`config.mk`:
```
export PLATFORM = sky130hd
export DESIGN_NAME = ecol_div
export DESIGN_NICKNAME = d
export VERILOG_FILES = /design/src/rtl/core/ecol_div.sv
export SDC_FILE = /design/constraint.sdc
export NUM_CORES = 2
export LEC_CHECK = 0
export ABC_AREA = 1
export BUFFER_PORTS_ARGS = -buffer_cell sky130_fd_sc_hd__buf_2
export CAP_MARGIN = 10
export CORE_ASPECT_RATIO = 2
export CORE_MARGIN = 2
export CORE_UTILIZATION = 64
export DETAILED_ROUTE_END_ITERATION = 12
export PLACE_DENSITY_LB_ADDON = 0.2
export SYNTH_ARGS = -nofsm -noshare
export SYNTH_HDL_FRONTEND = slang
export SYNTH_SLANG_ARGS = --single-unit
export TNS_END_PERCENT = 100
```
`constraint.sdc`:
```
create_clock -name i_clk -period 3.7 [get_ports i_clk]
set_clock_uncertainty 0.15 [all_clocks]
set_input_delay 1.11 -clock i_clk [delete_from_list [all_inputs] [get_ports i_clk]]
set_output_delay 1.11 -clock i_clk [all_outputs]
set_load 0.02 [all_outputs]
```
`src/rtl/core/ecol_div.sv`:
```
module ecol_div #(
    parameter int LOGW = 21
) (
    input  logic            i_clk,
    input  logic            i_en,
    input  logic [LOGW-1:0] i_num,
    input  logic [LOGW-1:0] i_den,
    output logic [LOGW-1:0] o_q
);

    localparam int RW = LOGW + 16;
    localparam int CW = 2 * LOGW;

    logic [RW-1:0]   r_rem[0:LOGW-2];
    logic [LOGW-1:0] r_den[0:LOGW-2];
    logic [LOGW-1:0] r_q  [0:LOGW-1];

    for (genvar s = 0; s < LOGW; s++) begin : g_step
        logic [RW-1:0]   w_rem_in;
        logic [LOGW-1:0] w_den_in;
        logic [LOGW-1:0] w_q_in;
        logic [CW-1:0]   w_dsh;
        logic            w_ge;

        if (s == 0) begin : g_first
            assign w_rem_in = RW'(i_num) << 16;
            assign w_den_in = i_den;
            assign w_q_in   = '0;
        end else begin : g_next
            assign w_rem_in = r_rem[s-1];
            assign w_den_in = r_den[s-1];
            assign w_q_in   = r_q[s-1];
        end

        assign w_dsh = CW'(w_den_in) << (LOGW - 1 - s);
        assign w_ge  = CW'(w_rem_in) >= w_dsh;

        always_ff @(posedge i_clk) begin
            if (i_en) begin
                r_q[s] <= {w_q_in[LOGW-2:0], w_ge};
            end
        end

        if (s < LOGW - 1) begin : g_carry
            always_ff @(posedge i_clk) begin
                if (i_en) begin
                    r_rem[s] <= w_ge ? (w_rem_in - w_dsh[RW-1:0]) : w_rem_in;
                    r_den[s] <= w_den_in;
                end
            end
        end
    end

    assign o_q = r_q[LOGW-1];

endmodule

```
==> impl_metrics.toml <==
[run_status]
status = "complete, no violations"

[pwr]
p_leak_nw = 36.4
powerDensity_mw_per_mm2 = 701
ir_drop_mv = 0.555

[clocking]
cts_resized = 0
clock-sinks = 1191
cts_buffers = 103
ctsHoldBuffers = 0
root_buffer = "clkbuf_16"
htreeDepth = 3
path_clk_slew_ns = 0.07
post_cts_buffers = 0
clock_latency_ns = 0.76
clockBufferDepth = 3
tritoncts = "done"

[placement]
place_congestion = 1.02
pre_cts_ws_ns = 0.470
io_buffers = 64
place.detailed.hpwl_um = 168000

[synth]
async_reset_ff_frac = 0
yosysWarnings = 0
synth-seq-area-share = 0.480
ys.flop_type = "edfxtp_1"
synth_edf_count = 1191
synth_top_area_share = 0.480
ys_ff_latch = 1191
synth_area_per_cell_sq_um = 8.36
synth_largest_area_cell = "edfxtp_1"
synthTopCellsByArea = "edfxtp_1 48%, nand2_1 13%, inv_1 7.4%"
synthCells = 8906
ys_top_cells_by_count = "2,640 x nand2_1, 1,466 x inv_1, 1,191 x edfxtp_1, 698 x nor2_1, 507 x a21oi_1"
netlist-cell-type-count = 58
synth_nets = 9400
synth_area_sq_mm = 0.0744
synth_most_common_cell = "nand2_1"

[sta]
hold_viol_final = 0
max_freq_mhz = 310
max_slew.worst_pin.slew_ns = 0.790
rsz0062_at_grt = "no"
maxSlewViolCount = 0
relSlewSlack = 0.468
setup_slack_ns = 0.479
setup_violations = 0
finalCritPeriodShare = 0.871
fin_crit_ns = 3.22
tns_ns = 0
holdWs_ns = 0.251

[route]
vias = 61600
drt_iter0_drc = 5979
routed_wl_um = 214000
dr.pass1.iters = 9
drc = 0
drtAntennaViolNets = 0
via_per_inst = 5.78
wire_per_inst_um = 20.1

[critical_path]
cp-end-kind = "flop"
cpMaxStageDelayCell = "fa_1"
crit_top_cell = "nand3_1"
critPathLaunchType = "flop"
critPathKind = "flop to flop"
critPathBufInv = 2
critPathRequiredTime_ns = 3.99
cpPeakStageDelay_ns = 0.54
r2r_slack_ns = 0.48
path_delay_family = "simple AND/OR/NAND/NOR gates"
cp_cell_sequence = "inv_1, fa_1, nand3_1, nand3_1, nand4_1, nand3_2, nand2_2, nand2_4, inv_2, o21ai_0"
crit_fanout = 39
cp.arrival_ns = 3.51

[worst_hold_path]
hp-class = "flop to flop"

[floorplan]
die_y_um = 486
dieArea_sq_mm = 0.119
design.core.area_sq_mm = 0.116
initial_core_util = 0.643
ios = 65
die_w_um = 245
rows = 177

[final_layout]
nets = 9535
utilization = 0.691
areaGrowthSynthToFinish_pct = 7.45
layout-drive-gt1-share = 0.0501

[global_routing]
grt_first_pass_wirelength_um = 328000
grt_max_degree = 108
grt_pass1_vias = 59600
antenna_found_initial = 4
grt_usage = 0.358
globalRoute.totalOverflow = 0

[run]
cap_violations = 0
[per-layer routing]
metal	routed length, um	part of all wire	global-route usage	up-vias
li1	-	-	-	29600
met1	83300	0.39	0.453	28500
met2	102000	0.48	0.602	2845
met3	16300	0.076	0.0459	615
met4	12100	0.057	0.185	6
met5	34	0.00016	0	-
[power by group]
part           total (W)  switching, W  internal [W]
logic             0.0239        0.0159       0.00796
registers         0.0210       0.00243        0.0186
clock network     0.0111       0.00530       0.00584
[cells in the final DEF (no fill, tap or decap), types with 22 or more instances in the layout]
cell type | Yosys | layout
nand2_1 | 2640 | 2640
inv_1 | 1466 | 1466
edfxtp_1 | 1191 | 1191
nor2_1 | 698 | 698
a21oi_1 | 507 | 507
nand3_1 | 472 | 472
ha_1 | 430 | 430
o21ai_0 | 370 | 370
nand4_1 | 208 | 208
xnor2_1 | 154 | 154
xor2_1 | 116 | 116
nor3_1 | 105 | 105
clkbuf_16 | 0 | 103
o21ai_1 | 68 | 68
buf_2 | 32 | 63
nand3b_1 | 59 | 59
o21ai_2 | 38 | 38
buf_4 | 16 | 35
a21oi_2 | 29 | 29
and2_1 | 25 | 25
o21bai_1 | 23 | 23
nor2_2 | 22 | 22
nand2_2 | 22 | 22
clkinv_2 | 0 | 22
[metrics by stage]
step / power, W / instances / area [sq um]
final: 0.0560 / 10700 / 80000
after global placement: 0.0441 / 10500 / 76600
after global routing: 0.0594 / 10700 / 80000
after floorplan: 0.0368 / 8906 / 74400
after detailed placement: 0.0443 / 10500 / 76600
after CTS: 0.0556 / 10700 / 80000
[state kept, by name, summed over array words and instances, names as in the netlist]
register / cells
r_den: 420
r_q: 231
r_rem: 540
[kinds of logic (layout without fill, tap and decap cells)]
kind of cell | after synthesis | count (layout) | synth area share
and+or+nand+nor | 4336 | 4336 | 0.247
buffers and inverters | 1568 | 1792 | 0.0840
DFF | 1191 | 1191 | 0.480
AOI/OAI and AO/OA | 1091 | 1091 | 0.0797
adders and majority gates | 450 | 450 | 0.0777
xor gates and xnor gates | 270 | 270 | 0.0318
other | 0 | 1 | 0
[layout make-up]
type / count / area [sq um]
diodes: 1 / 2.50
clock buffers: 114 / 2620
clock inverters: 80 / 781
fillers: 9345 / 35800
inverters: 1483 / 5570
multi-input cells: 6147 / 32400
flip-flops and latches: 1191 / 35800
well taps: 1521 / 1900
repair buffers: 115 / 913
[path summary, 6_finish.rpt]
| kind | startpoint | endpoint | cells past startpoint |
|---|---|---|---|
| hold / removal | r_q[1][7]$_DFFE_PP_ | r_q[1][29]$_DFFE_PP_ | 0 |
| setup reg to reg | r_den[4][42]$_DFFE_PP_ | r_rem[4][121]$_DFFE_PP_ | 10 |
| hold reg to reg | r_q[1][7]$_DFFE_PP_ | r_q[1][29]$_DFFE_PP_ | 0 |
| setup / recovery | r_den[4][42]$_DFFE_PP_ | r_rem[4][121]$_DFFE_PP_ | 10 |
(Power assumes the default switching activity.)
