<file path="config.mk">
export PLATFORM = sky130hd
export DESIGN_NAME = ecol_shade
export DESIGN_NICKNAME = d
export VERILOG_FILES = /design/src/rtl/core/ecol_pkg.sv /design/src/rtl/core/ecol_shade.sv
export SDC_FILE = /design/constraint.sdc
export NUM_CORES = 2
export LEC_CHECK = 0
export CELL_PAD_IN_SITES_DETAIL_PLACEMENT = 1
export CELL_PAD_IN_SITES_GLOBAL_PLACEMENT = 2
export CORE_MARGIN = 2
export CORE_UTILIZATION = 47
export CTS_CLUSTER_SIZE = 10
export DETAILED_ROUTE_END_ITERATION = 8
export DONT_BUFFER_PORTS = 1
export PLACE_DENSITY = 0.86
export SYNTH_ARGS = -nofsm -noshare
export SYNTH_HDL_FRONTEND = slang
export SYNTH_SLANG_ARGS = --single-unit
export TNS_END_PERCENT = 20
</file>
<file path="constraint.sdc">
create_clock -name i_clk -period 31.9 [get_ports i_clk]
set_clock_uncertainty 0.05 [all_clocks]
set_input_delay 3.19 -clock i_clk [delete_from_list [all_inputs] [get_ports i_clk]]
set_output_delay 3.19 -clock i_clk [all_outputs]
set_load 0.03 [all_outputs]
</file>
<file path="src/rtl/core/ecol_pkg.sv">
package ecol_pkg;

    localparam int FRAC_BITS = 16;

    localparam logic [16:0] ONE_Q16      = 17'd65536;
    localparam logic [16:0] HALF_Q16     = 17'd32768;
    localparam logic [14:0] INV_LN10_Q16 = 15'd28462;
    localparam logic [7:0]  CH_MAX       = 8'd255;

    localparam logic CFG_LIMIT = 1'b0;
    localparam logic CFG_MODE  = 1'b1;

    localparam logic [1:0] MODE_STRIPED = 2'd1;
    localparam logic [1:0] MODE_BW      = 2'd2;

    typedef struct packed {
        logic black;
        logic white;
        logic striped;
        logic num_zero;
        logic den_zero;
    } t_side;

    // sin(k*pi/32) in Q16 for k = 0..16
    function automatic logic [16:0] sine_q16(input logic [4:0] k);
        logic [16:0] s;
        case (k)
            5'd0:    s = 17'd0;
            5'd1:    s = 17'd6424;
            5'd2:    s = 17'd12785;
            5'd3:    s = 17'd19024;
            5'd4:    s = 17'd25080;
            5'd5:    s = 17'd30893;
            5'd6:    s = 17'd36410;
            5'd7:    s = 17'd41576;
            5'd8:    s = 17'd46341;
            5'd9:    s = 17'd50660;
            5'd10:   s = 17'd54491;
            5'd11:   s = 17'd57798;
            5'd12:   s = 17'd60547;
            5'd13:   s = 17'd62714;
            5'd14:   s = 17'd64277;
            5'd15:   s = 17'd65220;
            default: s = 17'd65536;
        endcase
        return s;
    endfunction

endpackage

</file>
<file path="src/rtl/core/ecol_shade.sv">
module ecol_shade #(
    parameter int QW = 21
) (
    input  logic                i_clk,
    input  logic                i_en,
    input  logic [QW-1:0]       i_q,
    input  ecol_pkg::t_side     i_side,
    output logic [7:0]          o_red,
    output logic [7:0]          o_green,
    output logic [7:0]          o_blue
);

    localparam int PW = QW + 15;

    // ratio and striped scaling
    logic [QW-1:0]   w_ratio;
    logic [PW-1:0]   w_prod;
    logic [QW-1:0]   r1_ratio;
    logic [PW-1:0]   r1_prod;
    ecol_pkg::t_side r1_side;

    assign w_ratio = i_side.num_zero ? '0 :
                     i_side.den_zero ? QW'(ecol_pkg::ONE_Q16) : i_q;
    assign w_prod  = PW'(w_ratio) * PW'(ecol_pkg::INV_LN10_Q16);

    always_ff @(posedge i_clk) begin
        if (i_en) begin
            r1_ratio <= w_ratio;
            r1_prod  <= w_prod;
            r1_side  <= i_side;
        end
    end

    // saturate t at 1.0
    logic [QW-1:0]   w_sel;
    logic [16:0]     r2_t;
    logic            r2_black;
    logic            r2_white;

    assign w_sel = r1_side.striped ? QW'(r1_prod[PW-1:16]) : r1_ratio;

    always_ff @(posedge i_clk) begin
        if (i_en) begin
            r2_t     <= (w_sel > QW'(ecol_pkg::ONE_Q16)) ? ecol_pkg::ONE_Q16 : w_sel[16:0];
            r2_black <= r1_side.black;
            r2_white <= r1_side.white;
        end
    end

    // t squared and sine
    logic [33:0] w_t2;
    logic [15:0] w_u;
    logic [4:0]  w_k;
    logic [16:0] w_base;
    logic [16:0] w_diff;
    logic [27:0] w_interp;
    logic [16:0] w_s;
    logic [16:0] r3_t;
    logic [32:0] r3_t2;
    logic [16:0] r3_s;
    logic        r3_black;
    logic        r3_white;

    assign w_t2     = 34'(r2_t) * 34'(r2_t);
    assign w_u      = (r2_t <= ecol_pkg::HALF_Q16) ? r2_t[15:0] :
                      16'(ecol_pkg::ONE_Q16 - r2_t);
    assign w_k      = w_u[15:11];
    assign w_base   = ecol_pkg::sine_q16(w_k);
    assign w_diff   = ecol_pkg::sine_q16(w_k + 5'd1) - w_base;
    assign w_interp = 28'(w_diff) * 28'(w_u[10:0]);
    assign w_s      = (w_k >= 5'd16) ? ecol_pkg::ONE_Q16 : (w_base + w_interp[27:11]);

    always_ff @(posedge i_clk) begin
        if (i_en) begin
            r3_t     <= r2_t;
            r3_t2    <= w_t2[32:0];
            r3_s     <= w_s;
            r3_black <= r2_black;
            r3_white <= r2_white;
        end
    end

    // t cubed, red and blue
    logic [33:0] w_ta;
    logic [32:0] w_tb;
    logic [40:0] w_r41;
    logic [24:0] w_b25;
    logic [33:0] r4_t3;
    logic [7:0]  r4_red;
    logic [7:0]  r4_blue;
    logic        r4_black;
    logic        r4_white;

    assign w_ta  = 34'(r3_t2[32:16]) * 34'(r3_t);
    assign w_tb  = 33'(r3_t2[15:0]) * 33'(r3_t);
    assign w_r41 = (41'(r3_t2) << 8) - 41'(r3_t2);
    assign w_b25 = (25'(r3_s) << 8) - 25'(r3_s);

    always_ff @(posedge i_clk) begin
        if (i_en) begin
            r4_t3    <= w_ta + 34'(w_tb[32:16]);
            r4_red   <= w_r41[40] ? ecol_pkg::CH_MAX : w_r41[39:32];
            r4_blue  <= w_b25[24] ? ecol_pkg::CH_MAX : w_b25[23:16];
            r4_black <= r3_black;
            r4_white <= r3_white;
        end
    end

    // green and final colour select
    logic [41:0] w_g42;
    logic [7:0]  w_green;
    logic [7:0]  r5_red;
    logic [7:0]  r5_green;
    logic [7:0]  r5_blue;

    assign w_g42   = (42'(r4_t3) << 8) - 42'(r4_t3);
    assign w_green = (w_g42[41:40] != 2'b00) ? ecol_pkg::CH_MAX : w_g42[39:32];

    always_ff @(posedge i_clk) begin
        if (i_en) begin
            if (r4_black) begin
                r5_red   <= '0;
                r5_green <= '0;
                r5_blue  <= '0;
            end else if (r4_white) begin
                r5_red   <= ecol_pkg::CH_MAX;
                r5_green <= ecol_pkg::CH_MAX;
                r5_blue  <= ecol_pkg::CH_MAX;
            end else begin
                r5_red   <= r4_red;
                r5_green <= w_green;
                r5_blue  <= r4_blue;
            end
        end
    end

    assign o_red   = r5_red;
    assign o_green = r5_green;
    assign o_blue  = r5_blue;

endmodule

</file>
==> run metrics <==
total wire length=132 mm; Critical Path Start=r2_t[0]; area added between synthesis and finish=5.09%; fraction of met2 tracks used by global routing=46.9%; mean instance size in the synthesized netlist=9.33 um^2; kind of capture point of the worst setup path=register; Netlist Area Pre-Place=49,100 um^2; worst min-delay path class=reg -> reg; Crit Reg-Reg Endpoint=r3_s[16]; EDFF count, synth=206; vias per std cell=5.31; post_cts resized=0; pin count of the biggest net entering global routing=207; CP peak stage delay=0.87 ns; total die area=107,000 um^2; remaining number of nets flagged by the antenna check after routing=0; Most Used Layer, Global Route=met2; number of antenna violations at the first check in global routing=0; count of boundary I/O pins=52; final antenna diode count=0; number of max-slew violations in the final report=0; clock tree from TritonCTS=built; slew margin rel.=18.3%; endpoint with the worst hold slack=r2_black; global route overflow=0; clock slew seen by the registers of the worst setup and hold paths=0.06 ns; biggest fanout along the worst timing path=25; critical register-to-register path startpoint=r2_t[0]; category of cells accounting for the largest share of critical-path delay=adder cells; register-to-register path setup slack=17.41 ns; number of distinct standard cells referenced by the synthesized netlist=73; sequential element share of the synthesized area=12.6%; portion of the clock cycle consumed by the worst path in the final layout=45.4%; estimated wirelength of the detail-placed design=104 mm; share of layout cells above drive strength 1=2.73%; number of buffers created by CTS=28; Area contributors post-synth=sky130_fd_sc_hd__fa_1 (37%), sky130_fd_sc_hd__ha_1 (16%), sky130_fd_sc_hd__edfxtp_1 (13%); GRT Resource Usage Total=25.4%; kind of critical path=reg -> reg; share of synthesized registers carrying an async set or reset=0%; DIE WIDTH=327 um; DRC violation total after the first TritonRoute iteration=1,569; number of endpoints failing setup at the final stage=0; number of iterations in the first detailed-routing pass=5; ys flop type=sky130_fd_sc_hd__edfxtp_1; DRC violation count after routing=0; number of violations of the max-capacitance limit=0; arrival time reported for the critical path endpoint=14.75 ns; Core Rows=118; number of buffers added on ports=0; slowest library cell on the worst path=sky130_fd_sc_hd__xor2_1; number of nets in the final layout=6,749; transition at the pin with the smallest max-transition slack=1.22 ns; post-route setup TNS=0 ns; Clock Tree Root=sky130_fd_sc_hd__clkbuf_16; vias after detailed routing=34,900; worst-skew pair later-pin latency=0.58 ns; floorplan die height=327 um; number of global-route vias before repair=40,300; maximum buffer depth of the clock tree=3; met3 track demand over resource in global routing=1.87%; Yosys reg bits=206; cell accounting for the most synthesized area=sky130_fd_sc_hd__fa_1; Max Freq=0.0690 GHz; effective utilization at floorplan=47.4%; H-Tree Level Count=1; CP bufs+invs=6; Yosys top cell area share=36.7%; post-synthesis cell count=5,263; global placement routability congestion=0.851; outcome=finished, final reports clean; final hold violation count=0; r2r worst-path depth=49; number of sinks handled by clock tree synthesis=206; hold path depth=0; Worst Path Required=32.17 ns; type of element launching the critical path=register; number of hold buffers added after cts=0; global-route wire length before repair=216 mm; number of buffers inserted to repair setup after CTS=0; Post-Syn Nets=6,829; RSZ-0062 raised after global routing=no; synth warn=0; area inside the core boundary=103,000 um^2; average detailed-routed wire length per instance=20.0 um; Hold Startpoint=r1_side[4]; filler cell count in the final layout=11,900; M1 GR Usage=32.7%; final worst path period need=14.49 ns
[synthesized netlist by cell type (32+ instances only)]
| cell | number |
|---|---|
| sky130_fd_sc_hd__a21oi_1 | 150 |
| sky130_fd_sc_hd__nor2b_1 | 33 |
| sky130_fd_sc_hd__ha_1 | 639 |
| sky130_fd_sc_hd__nor3_1 | 32 |
| sky130_fd_sc_hd__nand3_1 | 37 |
| sky130_fd_sc_hd__xor2_1 | 54 |
| sky130_fd_sc_hd__clkbuf_1 | 175 |
| sky130_fd_sc_hd__a21o_1 | 73 |
| sky130_fd_sc_hd__inv_1 | 1256 |
| sky130_fd_sc_hd__nand2_1 | 586 |
| sky130_fd_sc_hd__o21ai_0 | 82 |
| sky130_fd_sc_hd__and2_1 | 273 |
| sky130_fd_sc_hd__nor2_1 | 271 |
| sky130_fd_sc_hd__xnor2_1 | 134 |
| sky130_fd_sc_hd__fa_1 | 899 |
| sky130_fd_sc_hd__nand2b_1 | 41 |
| sky130_fd_sc_hd__edfxtp_1 | 206 |
[stage by stage]
step,hold slack [ns],std cells,instance area [um^2],utilization (%),setup WS (ns)
finish,0.373,6578,51600,49.9,17.41
global route,0.377,6578,51600,49.9,16.22
CTS,0.373,6578,51600,49.9,17.56
detailed placement,0.359,6533,50700,49.0,17.57
global placement,0.351,6533,50700,49.0,17.89
floorplan,0.350,5263,49100,-,19.39
[cell families after synthesis]
kind of cell    count (synthesis)  share of synthesized area, %
simple gates                 1378                          13.1
buf+inv                      1444                          11.1
flops                         206                          12.6
xor+xnor                      192                          3.49
other cells                     1                       0.00764
fa+ha+maj                    1539                          53.0
mux                            18                         0.370
compound gates                485                          6.41
[sequential cells by signal, indices dropped and copies added, names as in the netlist, 3 cells and up]
name      count
r1_ratio     21
r3_t         17
r3_t2        31
r4_t3        34
o_blue        8
r4_red        8
r2_t         17
r1_side       3
r1_prod      20
r4_blue       8
o_red         8
o_green       8
r3_s         17
[how the worst max path moves through the flow]
| stage | endpoint | slack [ns] | cells after the start |
|---|---|---|---|
| 6_report | r3_s[16] | 17.41 | 49 |
| 5_1_grt | r3_s[16] | 16.22 | 45 |
| 4_1_cts | r3_s[16] | 17.56 | 49 |
| 3_5_place_dp | r3_s[16] | 17.57 | 49 |
| 3_3_place_gp | r3_s[16] | 17.89 | 49 |
| 2_1_floorplan | r3_s[16] | 19.39 | 51 |
[routing by layer]
metal / wire (um) / part of all wire [%]
met5: 0 / 0
met4: 2580 / 2.0
met3: 3730 / 2.8
met2: 68000 / 52
met1: 57200 / 43
[cell usage in the layout, fill, tap and decap left out, types with 16 or more instances in the layout]
cell type	instances
sky130_fd_sc_hd__inv_1	1256
sky130_fd_sc_hd__nor3_1	32
sky130_fd_sc_hd__nand4_1	17
sky130_fd_sc_hd__a211oi_1	23
sky130_fd_sc_hd__fa_1	899
sky130_fd_sc_hd__xor2_1	54
sky130_fd_sc_hd__a21o_1	73
sky130_fd_sc_hd__nand3_1	37
sky130_fd_sc_hd__xnor2_1	131
sky130_fd_sc_hd__and3_1	17
sky130_fd_sc_hd__o21a_1	31
sky130_fd_sc_hd__nand2_1	586
sky130_fd_sc_hd__and2_1	273
sky130_fd_sc_hd__nor4_1	18
sky130_fd_sc_hd__ha_1	639
sky130_fd_sc_hd__nor2_1	271
sky130_fd_sc_hd__mux2i_1	17
sky130_fd_sc_hd__or3_1	16
sky130_fd_sc_hd__nand2b_1	41
sky130_fd_sc_hd__a21oi_1	150
sky130_fd_sc_hd__nor2b_1	33
sky130_fd_sc_hd__buf_4	72
sky130_fd_sc_hd__o21ai_0	82
sky130_fd_sc_hd__clkbuf_16	29
sky130_fd_sc_hd__o21bai_1	17
sky130_fd_sc_hd__edfxtp_1	206
[area by class of cell]
type                    count  area [um^2]  share of cell area, %
clock buffers              34          744                   1.44
clock inverters            11          158                  0.306
inverters                1262         4740                   9.18
multi-input cells        3613        37500                   72.7
flip-flops and latches    206         6190                   12.0
well taps                1380         1730                   3.35
repair buffers             72          541                   1.05
Power is left out: the tool's default activity adds up to more than one toggle a clock period on the data nets, which glitch-free logic cannot reach.
